### src/rtl/core/cdst_pkg.sv
`default_nettype none
// ============================================================================
// Countdown and stopwatch timer package
// Shared types, operation and command codes, register indexes and constants.
// ============================================================================
package cdst_pkg;

    localparam int unsigned QUEUE_DEPTH = 2;

    localparam logic [2:0] OP_TICK      = 3'd0;
    localparam logic [2:0] OP_KEY_START = 3'd1;
    localparam logic [2:0] OP_KEY_ZERO  = 3'd2;
    localparam logic [2:0] OP_RESTART   = 3'd3;
    localparam logic [2:0] OP_SUSPEND   = 3'd4;
    localparam logic [2:0] OP_RESUME    = 3'd5;

    localparam logic [2:0] CMD_TICK    = 3'd0;
    localparam logic [2:0] CMD_TOGGLE  = 3'd1;
    localparam logic [2:0] CMD_ZERO    = 3'd2;
    localparam logic [2:0] CMD_RESTART = 3'd3;
    localparam logic [2:0] CMD_SUSPEND = 3'd4;
    localparam logic [2:0] CMD_RESUME  = 3'd5;

    localparam logic CFG_MODE  = 1'b0;
    localparam logic CFG_ALARM = 1'b1;

    localparam logic MODE_COUNTDOWN = 1'b0;
    localparam logic MODE_STOPWATCH = 1'b1;

    localparam logic [12:0] ALARM_RESET = 13'd60;
    localparam logic [6:0]  MAX_MINUTES = 7'd99;

    // Division by 1000 is a multiply by ceil(2^38 / 1000) and a shift by 38.
    localparam logic [28:0] RECIP_1000  = 29'd274877907;
    localparam int unsigned SHIFT_1000  = 38;
    // Division by 60 is a shift by 2, then a multiply by ceil(2^25 / 15).
    localparam logic [21:0] RECIP_15    = 22'd2236963;
    localparam int unsigned SHIFT_15    = 25;

    typedef struct packed {
        logic [2:0]  operation;
        logic [31:0] now_ms;
    } t_in;

    typedef struct packed {
        logic [6:0] minutes;
        logic [5:0] seconds;
        logic       display_update;
        logic       alarm_fired;
    } t_out;

    typedef struct packed {
        logic [2:0]  kind;
        logic [31:0] now_ms;
    } t_cmd;

endpackage
`default_nettype wire

### src/rtl/core/countdown_and_stopwatch_timer.sv
`default_nettype none
// ============================================================================
// Countdown and stopwatch timer
// Top level: configuration registers, front end, command queue and back end.
// ============================================================================
// The timer takes one request per clock cycle and sustains that rate as long
// as results are taken. An accepted request passes through the command queue,
// then the back-end stages r1, r2, r3, r4 and the output register; the two
// reciprocal multiplies (milliseconds to seconds, seconds to minutes) sit in
// the back end. A stalled output freezes the back end; the queue then fills
// and stalls the input. Configuration writes are always ready.
module countdown_and_stopwatch_timer #(
    parameter int unsigned QUEUE_DEPTH = cdst_pkg::QUEUE_DEPTH
) (
    input  wire logic           i_clk,
    input  wire logic           i_rst_n,
    input  wire logic           i_in_valid,
    output logic                o_in_stall,
    input  wire cdst_pkg::t_in  i_in_data,
    output logic                o_out_valid,
    input  wire logic           i_out_stall,
    output cdst_pkg::t_out      o_out_data,
    input  wire logic           i_cfg_valid,
    output logic                o_cfg_ready,
    input  wire logic           i_cfg_index,
    input  wire logic [12:0]    i_cfg_data
);

    logic           r_mode;
    logic [12:0]    r_alarm_seconds;
    logic           q_full;
    logic           q_push;
    logic           q_pop;
    logic           q_valid;
    cdst_pkg::t_cmd front_cmd;
    cdst_pkg::t_cmd q_cmd;

    assign o_cfg_ready = 1'b1;

    always_ff @(posedge i_clk) begin
        if (!i_rst_n) begin
            r_mode          <= cdst_pkg::MODE_COUNTDOWN;
            r_alarm_seconds <= cdst_pkg::ALARM_RESET;
        end else if (i_cfg_valid && o_cfg_ready) begin
            unique case (i_cfg_index)
                cdst_pkg::CFG_MODE:  r_mode          <= i_cfg_data[0];
                cdst_pkg::CFG_ALARM: r_alarm_seconds <= i_cfg_data;
                default:             r_mode          <= r_mode;
            endcase
        end
    end

    cdst_front u_front (
        .i_in_valid (i_in_valid),
        .i_in_data  (i_in_data),
        .i_mode     (r_mode),
        .i_q_full   (q_full),
        .o_in_stall (o_in_stall),
        .o_push     (q_push),
        .o_cmd      (front_cmd)
    );

    cdst_queue #(
        .DEPTH (QUEUE_DEPTH)
    ) u_queue (
        .i_clk   (i_clk),
        .i_rst_n (i_rst_n),
        .i_push  (q_push),
        .i_cmd   (front_cmd),
        .i_pop   (q_pop),
        .o_full  (q_full),
        .o_valid (q_valid),
        .o_cmd   (q_cmd)
    );

    cdst_back u_back (
        .i_clk           (i_clk),
        .i_rst_n         (i_rst_n),
        .i_mode          (r_mode),
        .i_alarm_seconds (r_alarm_seconds),
        .i_cmd_valid     (q_valid),
        .i_cmd           (q_cmd),
        .o_pop           (q_pop),
        .o_out_valid     (o_out_valid),
        .i_out_stall     (i_out_stall),
        .o_out_data      (o_out_data)
    );

    a_out_range: assert property (@(posedge i_clk) disable iff (!i_rst_n)
        o_out_valid |-> (o_out_data.minutes <= cdst_pkg::MAX_MINUTES &&
                         o_out_data.seconds <= 6'd59))
        else $error("Result minutes or seconds out of range.");

    a_alarm_at_zero: assert property (@(posedge i_clk) disable iff (!i_rst_n)
        (o_out_valid && o_out_data.alarm_fired) |->
            (o_out_data.minutes == 7'd0 && o_out_data.seconds == 6'd0))
        else $error("Alarm fired with a nonzero shown time.");

    a_no_pop_in_stall: assert property (@(posedge i_clk) disable iff (!i_rst_n)
        (o_out_valid && i_out_stall) |-> !q_pop)
        else $error("Command taken from the queue while the output is stalled.");

    a_no_push_full: assert property (@(posedge i_clk) disable iff (!i_rst_n)
        q_full |-> (!q_push && q_valid))
        else $error("Queue written while full.");

endmodule
`default_nettype wire

### src/rtl/core/cdst_front.sv
`default_nettype none
// ============================================================================
// Timer front end
// Accepts requests and turns them into commands, dropping those that do nothing.
// ============================================================================
module cdst_front (
    input  wire logic          i_in_valid,
    input  wire cdst_pkg::t_in i_in_data,
    input  wire logic          i_mode,
    input  wire logic          i_q_full,
    output logic               o_in_stall,
    output logic               o_push,
    output cdst_pkg::t_cmd     o_cmd
);

    logic keep;

    always_comb begin
        keep         = 1'b0;
        o_cmd.kind   = cdst_pkg::CMD_TICK;
        o_cmd.now_ms = i_in_data.now_ms;
        unique case (i_in_data.operation)
            cdst_pkg::OP_TICK: begin
                keep       = 1'b1;
                o_cmd.kind = cdst_pkg::CMD_TICK;
            end
            cdst_pkg::OP_KEY_START: begin
                keep       = (i_mode == cdst_pkg::MODE_STOPWATCH);
                o_cmd.kind = cdst_pkg::CMD_TOGGLE;
            end
            cdst_pkg::OP_KEY_ZERO: begin
                keep       = (i_mode == cdst_pkg::MODE_STOPWATCH);
                o_cmd.kind = cdst_pkg::CMD_ZERO;
            end
            cdst_pkg::OP_RESTART: begin
                keep       = 1'b1;
                o_cmd.kind = cdst_pkg::CMD_RESTART;
            end
            cdst_pkg::OP_SUSPEND: begin
                keep       = 1'b1;
                o_cmd.kind = cdst_pkg::CMD_SUSPEND;
            end
            cdst_pkg::OP_RESUME: begin
                keep       = 1'b1;
                o_cmd.kind = cdst_pkg::CMD_RESUME;
            end
            default: begin
                keep = 1'b0;
            end
        endcase
    end

    assign o_in_stall = i_q_full;
    assign o_push     = i_in_valid && !i_q_full && keep;

endmodule
`default_nettype wire

### src/rtl/core/cdst_queue.sv
`default_nettype none
// ============================================================================
// Timer command queue
// Small first-in first-out buffer between the front end and the back end.
// ============================================================================
module cdst_queue #(
    parameter int unsigned DEPTH = cdst_pkg::QUEUE_DEPTH
) (
    input  wire logic           i_clk,
    input  wire logic           i_rst_n,
    input  wire logic           i_push,
    input  wire cdst_pkg::t_cmd i_cmd,
    input  wire logic           i_pop,
    output logic                o_full,
    output logic                o_valid,
    output cdst_pkg::t_cmd      o_cmd
);

    localparam int unsigned IW = $clog2(DEPTH);
    localparam int unsigned CW = $clog2(DEPTH + 1);

    cdst_pkg::t_cmd r_mem [DEPTH];
    logic [IW-1:0]  r_wr_ptr;
    logic [IW-1:0]  r_rd_ptr;
    logic [CW-1:0]  r_count;
    logic [IW-1:0]  n_wr_ptr;
    logic [IW-1:0]  n_rd_ptr;
    logic [CW-1:0]  n_count;

    always_comb begin
        n_wr_ptr = r_wr_ptr;
        n_rd_ptr = r_rd_ptr;
        n_count  = r_count;
        if (i_push) begin
            n_wr_ptr = (r_wr_ptr == IW'(DEPTH - 1)) ? '0 : r_wr_ptr + 1'b1;
        end
        if (i_pop) begin
            n_rd_ptr = (r_rd_ptr == IW'(DEPTH - 1)) ? '0 : r_rd_ptr + 1'b1;
        end
        if (i_push && !i_pop) begin
            n_count = r_count + 1'b1;
        end else if (i_pop && !i_push) begin
            n_count = r_count - 1'b1;
        end
    end

    always_ff @(posedge i_clk) begin
        if (!i_rst_n) begin
            r_wr_ptr <= '0;
            r_rd_ptr <= '0;
            r_count  <= '0;
        end else begin
            r_wr_ptr <= n_wr_ptr;
            r_rd_ptr <= n_rd_ptr;
            r_count  <= n_count;
        end
    end

    always_ff @(posedge i_clk) begin
        if (i_push) begin
            r_mem[r_wr_ptr] <= i_cmd;
        end
    end

    assign o_full  = (r_count == CW'(DEPTH));
    assign o_valid = (r_count != '0);
    assign o_cmd   = r_mem[r_rd_ptr];

endmodule
`default_nettype wire

### src/rtl/core/cdst_back.sv
`default_nettype none
// ============================================================================
// Timer back end
// Executes commands in order: timer state, divide by 1000, change detection
// and alarm, divide by 60, then minutes and seconds into the output register.
// ============================================================================
module cdst_back (
    input  wire logic           i_clk,
    input  wire logic           i_rst_n,
    input  wire logic           i_mode,
    input  wire logic [12:0]    i_alarm_seconds,
    input  wire logic           i_cmd_valid,
    input  wire cdst_pkg::t_cmd i_cmd,
    output logic                o_pop,
    output logic                o_out_valid,
    input  wire logic           i_out_stall,
    output cdst_pkg::t_out      o_out_data
);

    typedef struct packed {
        logic tick;
        logic refresh;
        logic restart;
        logic gate;
    } t_ctl;

    logic en;

    // Timer state.
    logic [31:0] r_alarm_start, n_alarm_start;
    logic        r_running, n_running;
    logic [31:0] r_acc, n_acc;
    logic [31:0] r_run_start, n_run_start;
    logic        r_suspended, n_suspended;
    logic [31:0] diff_run;
    logic [31:0] run_sum;
    logic [31:0] div;
    logic        clear_div;
    t_ctl        ctl0;

    // Stage registers.
    logic        r1_valid;
    logic [31:0] r1_div;
    t_ctl        r1_ctl;
    logic [60:0] prod_1000;
    logic        r2_valid;
    logic [22:0] r2_gone;
    t_ctl        r2_ctl;

    // Change detection state.
    logic [22:0] r_last_shown, n_last_shown;
    logic        r_last_valid, n_last_valid;
    logic        r_alarm_done, n_alarm_done;
    logic [22:0] shown;
    logic        result2;
    logic        update2;
    logic        fired2;

    logic        r3_valid;
    logic [22:0] r3_v;
    logic        r3_update;
    logic        r3_fired;
    logic [42:0] prod_60;
    logic        r4_valid;
    logic [22:0] r4_v;
    logic [17:0] r4_q;
    logic        r4_update;
    logic        r4_fired;
    logic [6:0]  minutes4;
    logic [5:0]  seconds4;
    logic        r_out_valid;
    cdst_pkg::t_out r_out;

    assign en    = !r_out_valid || !i_out_stall;
    assign o_pop = en && i_cmd_valid;

    always_comb begin
        n_alarm_start = r_alarm_start;
        n_running     = r_running;
        n_acc         = r_acc;
        n_run_start   = r_run_start;
        n_suspended   = r_suspended;
        diff_run      = i_cmd.now_ms - r_run_start;
        run_sum       = r_acc + diff_run;
        clear_div     = 1'b0;
        ctl0          = '0;
        unique case (i_cmd.kind)
            cdst_pkg::CMD_TICK: begin
                ctl0.tick = 1'b1;
            end
            cdst_pkg::CMD_TOGGLE: begin
                ctl0.refresh = 1'b1;
                if (r_running) begin
                    n_acc     = run_sum;
                    n_running = 1'b0;
                end else begin
                    n_run_start = i_cmd.now_ms;
                    n_running   = 1'b1;
                end
            end
            cdst_pkg::CMD_ZERO: begin
                ctl0.refresh = 1'b1;
                clear_div    = 1'b1;
                n_running    = 1'b0;
                n_acc        = '0;
                n_run_start  = i_cmd.now_ms;
            end
            cdst_pkg::CMD_RESTART: begin
                ctl0.refresh  = 1'b1;
                ctl0.restart  = 1'b1;
                clear_div     = 1'b1;
                n_alarm_start = i_cmd.now_ms;
                n_running     = 1'b0;
                n_acc         = '0;
                n_run_start   = i_cmd.now_ms;
                n_suspended   = 1'b0;
            end
            cdst_pkg::CMD_SUSPEND: begin
                n_suspended = 1'b1;
            end
            cdst_pkg::CMD_RESUME: begin
                ctl0.refresh = 1'b1;
                n_suspended  = 1'b0;
            end
            default: begin
                ctl0 = '0;
            end
        endcase
        ctl0.gate = n_suspended;
        if (clear_div) begin
            div = '0;
        end else if (i_mode == cdst_pkg::MODE_STOPWATCH) begin
            div = r_running ? run_sum : r_acc;
        end else begin
            div = i_cmd.now_ms - r_alarm_start;
        end
    end

    assign prod_1000 = {29'b0, r1_div} * {32'b0, cdst_pkg::RECIP_1000};

    always_comb begin
        n_last_shown = r_last_shown;
        n_last_valid = r_last_valid;
        n_alarm_done = r_alarm_done;
        result2      = 1'b0;
        update2      = 1'b0;
        fired2       = 1'b0;
        if (i_mode == cdst_pkg::MODE_STOPWATCH) begin
            shown = r2_gone;
        end else if (r2_gone >= {10'b0, i_alarm_seconds}) begin
            shown = '0;
        end else begin
            shown = {10'b0, i_alarm_seconds} - r2_gone;
        end
        if (r2_ctl.tick) begin
            if (i_mode == cdst_pkg::MODE_COUNTDOWN && shown == '0 && !r_alarm_done) begin
                n_alarm_done = 1'b1;
                fired2       = 1'b1;
            end
            if (!r_last_valid || shown != r_last_shown) begin
                n_last_shown = shown;
                n_last_valid = 1'b1;
                update2      = !r2_ctl.gate;
                result2      = 1'b1;
            end
            if (fired2) begin
                result2 = 1'b1;
            end
        end else if (r2_ctl.refresh) begin
            n_last_valid = 1'b0;
            if (r2_ctl.restart) begin
                n_alarm_done = 1'b0;
            end
            result2 = !r2_ctl.gate;
            update2 = 1'b1;
        end
    end

    assign prod_60 = {22'b0, r3_v[22:2]} * {21'b0, cdst_pkg::RECIP_15};

    // The seconds are v - 60q; modulo 64 this equals v + 4q.
    assign minutes4 = (r4_q > 18'(cdst_pkg::MAX_MINUTES)) ? cdst_pkg::MAX_MINUTES : r4_q[6:0];
    assign seconds4 = r4_v[5:0] + {r4_q[3:0], 2'b00};

    always_ff @(posedge i_clk) begin
        if (!i_rst_n) begin
            r_alarm_start <= '0;
            r_running     <= 1'b0;
            r_acc         <= '0;
            r_run_start   <= '0;
            r_suspended   <= 1'b0;
            r_last_shown  <= '0;
            r_last_valid  <= 1'b0;
            r_alarm_done  <= 1'b0;
            r1_valid      <= 1'b0;
            r2_valid      <= 1'b0;
            r3_valid      <= 1'b0;
            r4_valid      <= 1'b0;
            r_out_valid   <= 1'b0;
        end else if (en) begin
            if (i_cmd_valid) begin
                r_alarm_start <= n_alarm_start;
                r_running     <= n_running;
                r_acc         <= n_acc;
                r_run_start   <= n_run_start;
                r_suspended   <= n_suspended;
            end
            if (r2_valid) begin
                r_last_shown <= n_last_shown;
                r_last_valid <= n_last_valid;
                r_alarm_done <= n_alarm_done;
            end
            r1_valid    <= i_cmd_valid;
            r2_valid    <= r1_valid;
            r3_valid    <= r2_valid && result2;
            r4_valid    <= r3_valid;
            r_out_valid <= r4_valid;
        end
    end

    always_ff @(posedge i_clk) begin
        if (en) begin
            r1_div    <= div;
            r1_ctl    <= ctl0;
            r2_gone   <= prod_1000[60:cdst_pkg::SHIFT_1000];
            r2_ctl    <= r1_ctl;
            r3_v      <= shown;
            r3_update <= update2;
            r3_fired  <= fired2;
            r4_v      <= r3_v;
            r4_q      <= prod_60[42:cdst_pkg::SHIFT_15];
            r4_update <= r3_update;
            r4_fired  <= r3_fired;
            r_out.minutes        <= minutes4;
            r_out.seconds        <= seconds4;
            r_out.display_update <= r4_update;
            r_out.alarm_fired    <= r4_fired;
        end
    end

    assign o_out_valid = r_out_valid;
    assign o_out_data  = r_out;

endmodule
`default_nettype wire
### config.mk
export PLATFORM = sky130hd
export DESIGN_NAME = countdown_and_stopwatch_timer
export DESIGN_NICKNAME = d
export VERILOG_FILES = /design/src/rtl/core/cdst_pkg.sv /design/src/rtl/core/countdown_and_stopwatch_timer.sv /design/src/rtl/core/cdst_front.sv /design/src/rtl/core/cdst_queue.sv /design/src/rtl/core/cdst_back.sv
export SDC_FILE = /design/constraint.sdc
export NUM_CORES = 2
export LEC_CHECK = 0
export BUFFER_PORTS_ARGS = -buffer_cell sky130_fd_sc_hd__buf_4
export CAP_MARGIN = 15
export CORE_MARGIN = 10
export CORE_UTILIZATION = 45
export CTS_CLUSTER_SIZE = 25
export DETAILED_ROUTE_END_ITERATION = 10
export PLACE_DENSITY = 0.56
export SLEW_MARGIN = 20
export SYNTH_ARGS = -nofsm -noshare
export SYNTH_HDL_FRONTEND = slang
export SYNTH_HIERARCHICAL = 1
export SYNTH_SLANG_ARGS = --single-unit
### constraint.sdc
create_clock -name i_clk -period 8.9 [get_ports i_clk]
set_clock_uncertainty 0.05 [all_clocks]
set_input_delay 0.445 -clock i_clk [delete_from_list [all_inputs] [get_ports i_clk]]
set_output_delay 0.445 -clock i_clk [all_outputs]
set_load 0.03 [all_outputs]
[Word level (Yosys, flattened, before mapping)]
Memories as Yosys holds them, arrays and structs flattened. A register that Yosys moved wholly into a read port is not among the register bits.
Index checks and enable logic that the tools add are counted.
Storage, ports and cells
  register bits after elaboration: 275
  RAM bits: 70
  input bits: 54
  output and inout bits: 18
  logic and storage cells: 150
  memories: 1
Operators by class
  add/subtract/negate cells: 9
  multipliers: 2
  magnitude comparators: 2
  equality and inequality tests: 15
  mux-type cells: 40
  bitwise logic cells: 2
  reduce and logical (&&, ||, !) cells: 40
Memories
  u_queue.r_mem: words 2, bits a word 35, read ports 1, clocked after memory_dff 1, write ports 1, RTL line cdst_queue.sv:22  | cdst_pkg::t_cmd r_mem [DEPTH];
Operator list (number)
  one-hot mux 32 bit (2 select lines): 2
  2-to-1 mux 32 bit: 3
  subtractor 32 bit: 2
  multiplier 32 x 29 -> 61 bit, second input constant: 1
  2-to-1 mux 23 bit: 2
  multiplier 21 x 22 -> 43 bit, second input constant: 1
  adder 32 bit: 1
  2-to-1 mux 1 bit: 27
  greater-or-equal comparator 23 x 13 -> 1 bit: 1
  logical NOT 23 bit: 1
  inequality test 23 bit: 1
  subtractor 13 x 23 -> 23 bit: 1
  > comparator 18 x 7 -> 1 bit, second input constant: 1
  one-hot mux 3 bit (5 select lines): 1
  equality test 3 x 2 -> 1 bit, second input constant: 4
  equality test 3 bit, second input constant: 4
  AND reduction 4 bit: 3
  nonzero test 2 bit: 5
  logical AND 1 bit: 8
  logical NOT 1 bit: 8
  OR reduction 4 bit: 2
  adder 6 bit: 1
  equality test 3 x 1 -> 1 bit, second input constant: 2
  logical NOT 3 bit: 2
  13 further kinds: 26

[Depth between registers and ports, before layout]
  word-level depth: 11
  mapped depth: 26
  gate-level depth less buffers: 26

[Cells and area by module]
Netlist, hierarchy kept.
By module, submodules not included
  cdst_back: times used 1, cells an instance 3562, area an instance 33738.6 um2, seq. area each 6436.2 um2
  cdst_queue: times used 1, cells an instance 131, area an instance 2756.4 um2, seq. area each 2202.1 um2
  countdown_and_stopwatch_timer: times used 1, cells an instance 64, area an instance 605.6 um2, seq. area each 280.3 um2
  cdst_front: times used 1, cells an instance 45, area an instance 341.6 um2, seq. area each 0.0 um2

[Least setup slack after synthesis]
No wires, ideal clock.
  kind: reg2reg
  from: register u_back.r1_div[23]
  to: register u_back.r2_gone[17] (data pin)
  data arrival time: 6.973 ns
  setup slack: 1.619 ns
  cell stages (with the launch flop): 27
  path buffers: 0
  period minus slack after synthesis: 7.281 ns
  cell sequence: edfxtp_1 ha_1 fa_1 fa_1 inv_1 fa_1 inv_1 fa_1 inv_1 fa_1 inv_1 fa_1 inv_1 fa_1 inv_1 ha_1 a21oi_1 o21ai_0 a2111oi_0 a211oi_1 o32ai_1 o211ai_1 o211ai_1 o21ai_0 a21o_1 a21oi_1 xnor2_1
On the way
  cells in the longest elaborated chain, start to end: 1
Ends and longest elaborated chain
  from (decl): RTL line cdst_back.sv:43  | logic [31:0] r1_div;
  from (signal assigned): RTL line cdst_back.sv:223  | r1_div <= div;
  multiplier 32 x 29 -> 61 bit: RTL line cdst_back.sv:139  | assign prod_1000 = {29'b0, r1_div} * {32'b0, cdst_pkg::RECIP_1000};
  named net u_back.prod_1000[55]: RTL line cdst_back.sv:45  | logic [60:0] prod_1000;
  to (signal assigned): RTL line cdst_back.sv:225  | r2_gone <= prod_1000[60:cdst_pkg::SHIFT_1000];
  to (decl): RTL line cdst_back.sv:47  | logic [22:0] r2_gone;
The timed path passes the listed nets, and every way through them passes these cells.
A chain may end at the register's enable or synchronous reset.

[Worst setup path after layout]
  from: register u_back.r1_div[17]
  to: register u_back.r2_gone[17] (data pin)
The elaborated chain is that of the path after synthesis.

==> impl_results.md <==
- Status: finished, final reports clean
- Max Clk Rate: about 120 MHz
- Root Driver: clkbuf_16
- DRT iter0 DRCs: approximately 1.2k
- Worst-Margin Slew: approximately 1100 ps
- Register area share after synthesis: about a quarter
- Worst reg2reg path depth: 25
- CP startpoint kind: flop
- Syn nets: 4893
- Post-Layout Inst Area: between 0.04 and 0.05 mm²
- First drt pass iteration count: 7
- Synth area leaders: ha_1 (22%), fa_1 (21%), edfxtp_1 (16%), inv_1 (8.7%), dfxtp_1 (7.9%)
- H-tree depth: 2
- Flop2flop setup slack: ~560 ps
- R2r startpoint: u_back/r1_div[17]
- Share of cells above drive strength 1: 6.09%
- Tmin final: around 8300 ps
- Avg Inst Size Synth: around 9.8 µm²
- Die Y: roughly 300 µm
- Die area: roughly 0.095 mm²
- Number of port buffers: 70
- GP Congestion: ~0.9
- Yosys top cell area share: a little over a fifth
- Critical path fanouts, max: 10
- Hold EP: r_alarm_seconds[3]
- DRC: 0
- Endpoints failing setup: 0
- Area leader, netlist: ha_1
- Clk slew on worst S/H paths: around 60 ps
- Required @ worst endpoint: ~9200 ps
- Nets: slightly below 5k
- Final Max Tran Viols: 0
- Remaining antenna violation count after routing: 0
- Area growth syn-to-layout: 8.60%
- Clock buffer depth: 3
- Remaining global-route overflow: 0
- Rows: between 100 and 150
- ANT cells: 0
- Number of enable flip-flop cells after synthesis: 199
- Vias: 25.2k
- Worst skew pair latency: a little under 600 ps
- Placed Area: approximately 0.039 mm²
- Post-CTS sizing: 0
- Vias in the first global route: about 26k
- Hold depth: 3
- Routed len/inst: 17.3 µm
- Antenna violations before repair: 0
- Ys Warns: 6
- Die width: about 310 µm
- Cts-stage hold buffer count: 32
- Non-Filler Instances: 4964
- Max-Cap Viols: 0
- Final WL: around 86 mm
- Starting Density: a little under half
- Via density: between 5 and 6
- CTS buffer count: between 40 and 50
- WS Path Type: flop to flop
- I/O pins: 72
- Synthesized netlist cell count: 3802
- Netlist cell types: between 80 and 90
- Synth Cell Area: ~0.037 mm²
- Largest net degree at the start of global routing: 93
- Post-synth ARST share: 0%
- #FFs+latches synth: around 350
- Type of the worst min-delay path: input port to flop
- Core footprint: between 0.08 and 0.09 mm²
- Sum of negative setup slack: 0 ps
- Critical Path Slowest Stage Cell: edfxtp_1
- Sink Count: about 350
- Ratio of final minimum period to clock period: a little over nine tenths
- CTS tree: yes
- Hold Vio Cnt, Final: 0
- CP Data Arrival Time: approximately 8600 ps
- Top cell by count, worst path: fa_1
- DP Wirelength: about 70 mm
- Worst setup EP type: flop
- PnR worst setup slack: around 560 ps
- Critical path's largest stage delay: about 740 ps
- RSZ-0062 raised after global routing: no
- Pre-CTS WS: between 500 and 600 ps
- Hold Startpoint: i_cfg_data[3]
- Most used DFF post-synth: edfxtp_1
- First-pass GRT wire length: ~140 mm
- Reg2reg end: u_back/r2_gone[17]
- Total Routing Usage GR: a little under a fifth
- Slew headroom: about 28%
- Post-placement cell count: 4853
- Setup bufs post-CTS: 0
[through the flow]
stage	util [%]	hold slack, ps
floorplan	-	350
global placement	47.3	351
detailed placement	47.3	355
CTS	49.4	33.8
global route	49.4	70.1
finish	49.4	60.0
[worst max-delay path by stage]
stage                            from                 end  slack (ps)
finish              u_back/r1_div[17]  u_back/r2_gone[17]         560
global route        u_back/r1_div[24]  u_back/r2_gone[17]          20
CTS                 u_back/r1_div[24]  u_back/r2_gone[17]         570
detailed placement  u_back/r1_div[24]  u_back/r2_gone[17]         590
global placement    u_back/r1_div[24]  u_back/r2_gone[17]         660
floorplan           u_back/r1_div[23]  u_back/r2_gone[17]        1620
[registers in the layout (all words and copies together), names as in the netlist, 2 cells and up, named ones only]
register and cells:
r_alarm_seconds 13, u_back/o_out_data 15, u_back/r1_ctl 4, u_back/r1_div 32, u_back/r2_ctl 4, u_back/r2_gone 23, u_back/r3_v 23, u_back/r4_q 18
u_back/r4_v 6, u_back/r_acc 32, u_back/r_alarm_start 32, u_back/r_last_shown 23, u_back/r_run_start 32, u_queue/r_count 2, u_queue/r_mem 70
[critical path, delay by kind of cell (launching register included)]
kind | cells | cell delay [ps]
and+or+nand+nor | 1 | 50
buffers and inverters | 5 | 430
DFF | 1 | 740
xor gates and xnor gates | 1 | 80
adders and majority gates | 9 | 4040
AOI/OAI and AO/OA | 9 | 2680
[cell usage after synthesis, drive strengths merged, types with 32 or more instances]
| cell | instances |
|---|---|
| dfxtp | 147 |
| clkbuf | 52 |
| ha | 644 |
| nand3 | 53 |
| buf | 59 |
| edfxtp | 199 |
| a21oi | 142 |
| xor2 | 36 |
| nor2 | 134 |
| nor3 | 44 |
| a211oi | 34 |
| fa | 393 |
| o21a | 32 |
| xnor2 | 69 |
| a21o | 45 |
| nor2b | 40 |
| nand2 | 276 |
| inv | 866 |
| o21ai | 131 |
| a21boi | 73 |
| mux2 | 37 |
[layer usage]
metal	track usage (%)	wire, µm	up-vias
li1	-	-	12626
met1	26.0	41800	12129
met2	30.0	39400	382
met3	2.10	3170	91
met4	3.70	1600	0
met5	0	0	-
[logic make-up after synthesis]
group / after synthesis / share of synthesized area (%)
multiplexers: 54 / 1.57
other: 1 / 0.0100
adder cells (fa/ha/maj): 1037 / 42.5
XOR/XNOR: 105 / 2.46
flip-flops: 346 / 23.8
AND/OR/NAND/NOR: 670 / 8.32
AO/OA/AOI/OAI: 612 / 10.9
buffers and inverters: 977 / 10.4
[final cells by class]
cell class | instances | area [µm²]
clock buffers | 63 | 1250
well taps | 1070 | 1340
fillers | 7808 | 41600
repair buffers | 125 | 1030
inverters | 866 | 3250
multi-input cells | 2479 | 24700
clock inverters | 15 | 146
flip-flops and latches | 346 | 8920
[cell usage in the layout, fill, tap and decap left out, types with 20 or more instances in the layout]
cell and instances:
a211oi_1 33, dfxtp_1 145, a21boi_0 71, a21oi_1 142, nand3_1 53, nand2_1 275, nor2_1 133, o21ai_0 103
a21o_1 44, nor3_1 41, nor2b_1 39, mux2_2 37, inv_1 866, nand4_1 22, ha_1 644, a22oi_1 21
dlygate4sd3_1 32, o21a_1 31, fa_1 393, buf_4 92, edfxtp_1 199, clkbuf_16 45, xor2_1 36, xnor2_1 69
o21ai_1 20
Power is not shown: default switching activity piles up to over one toggle a cycle in this logic, so the estimate is an artifact.
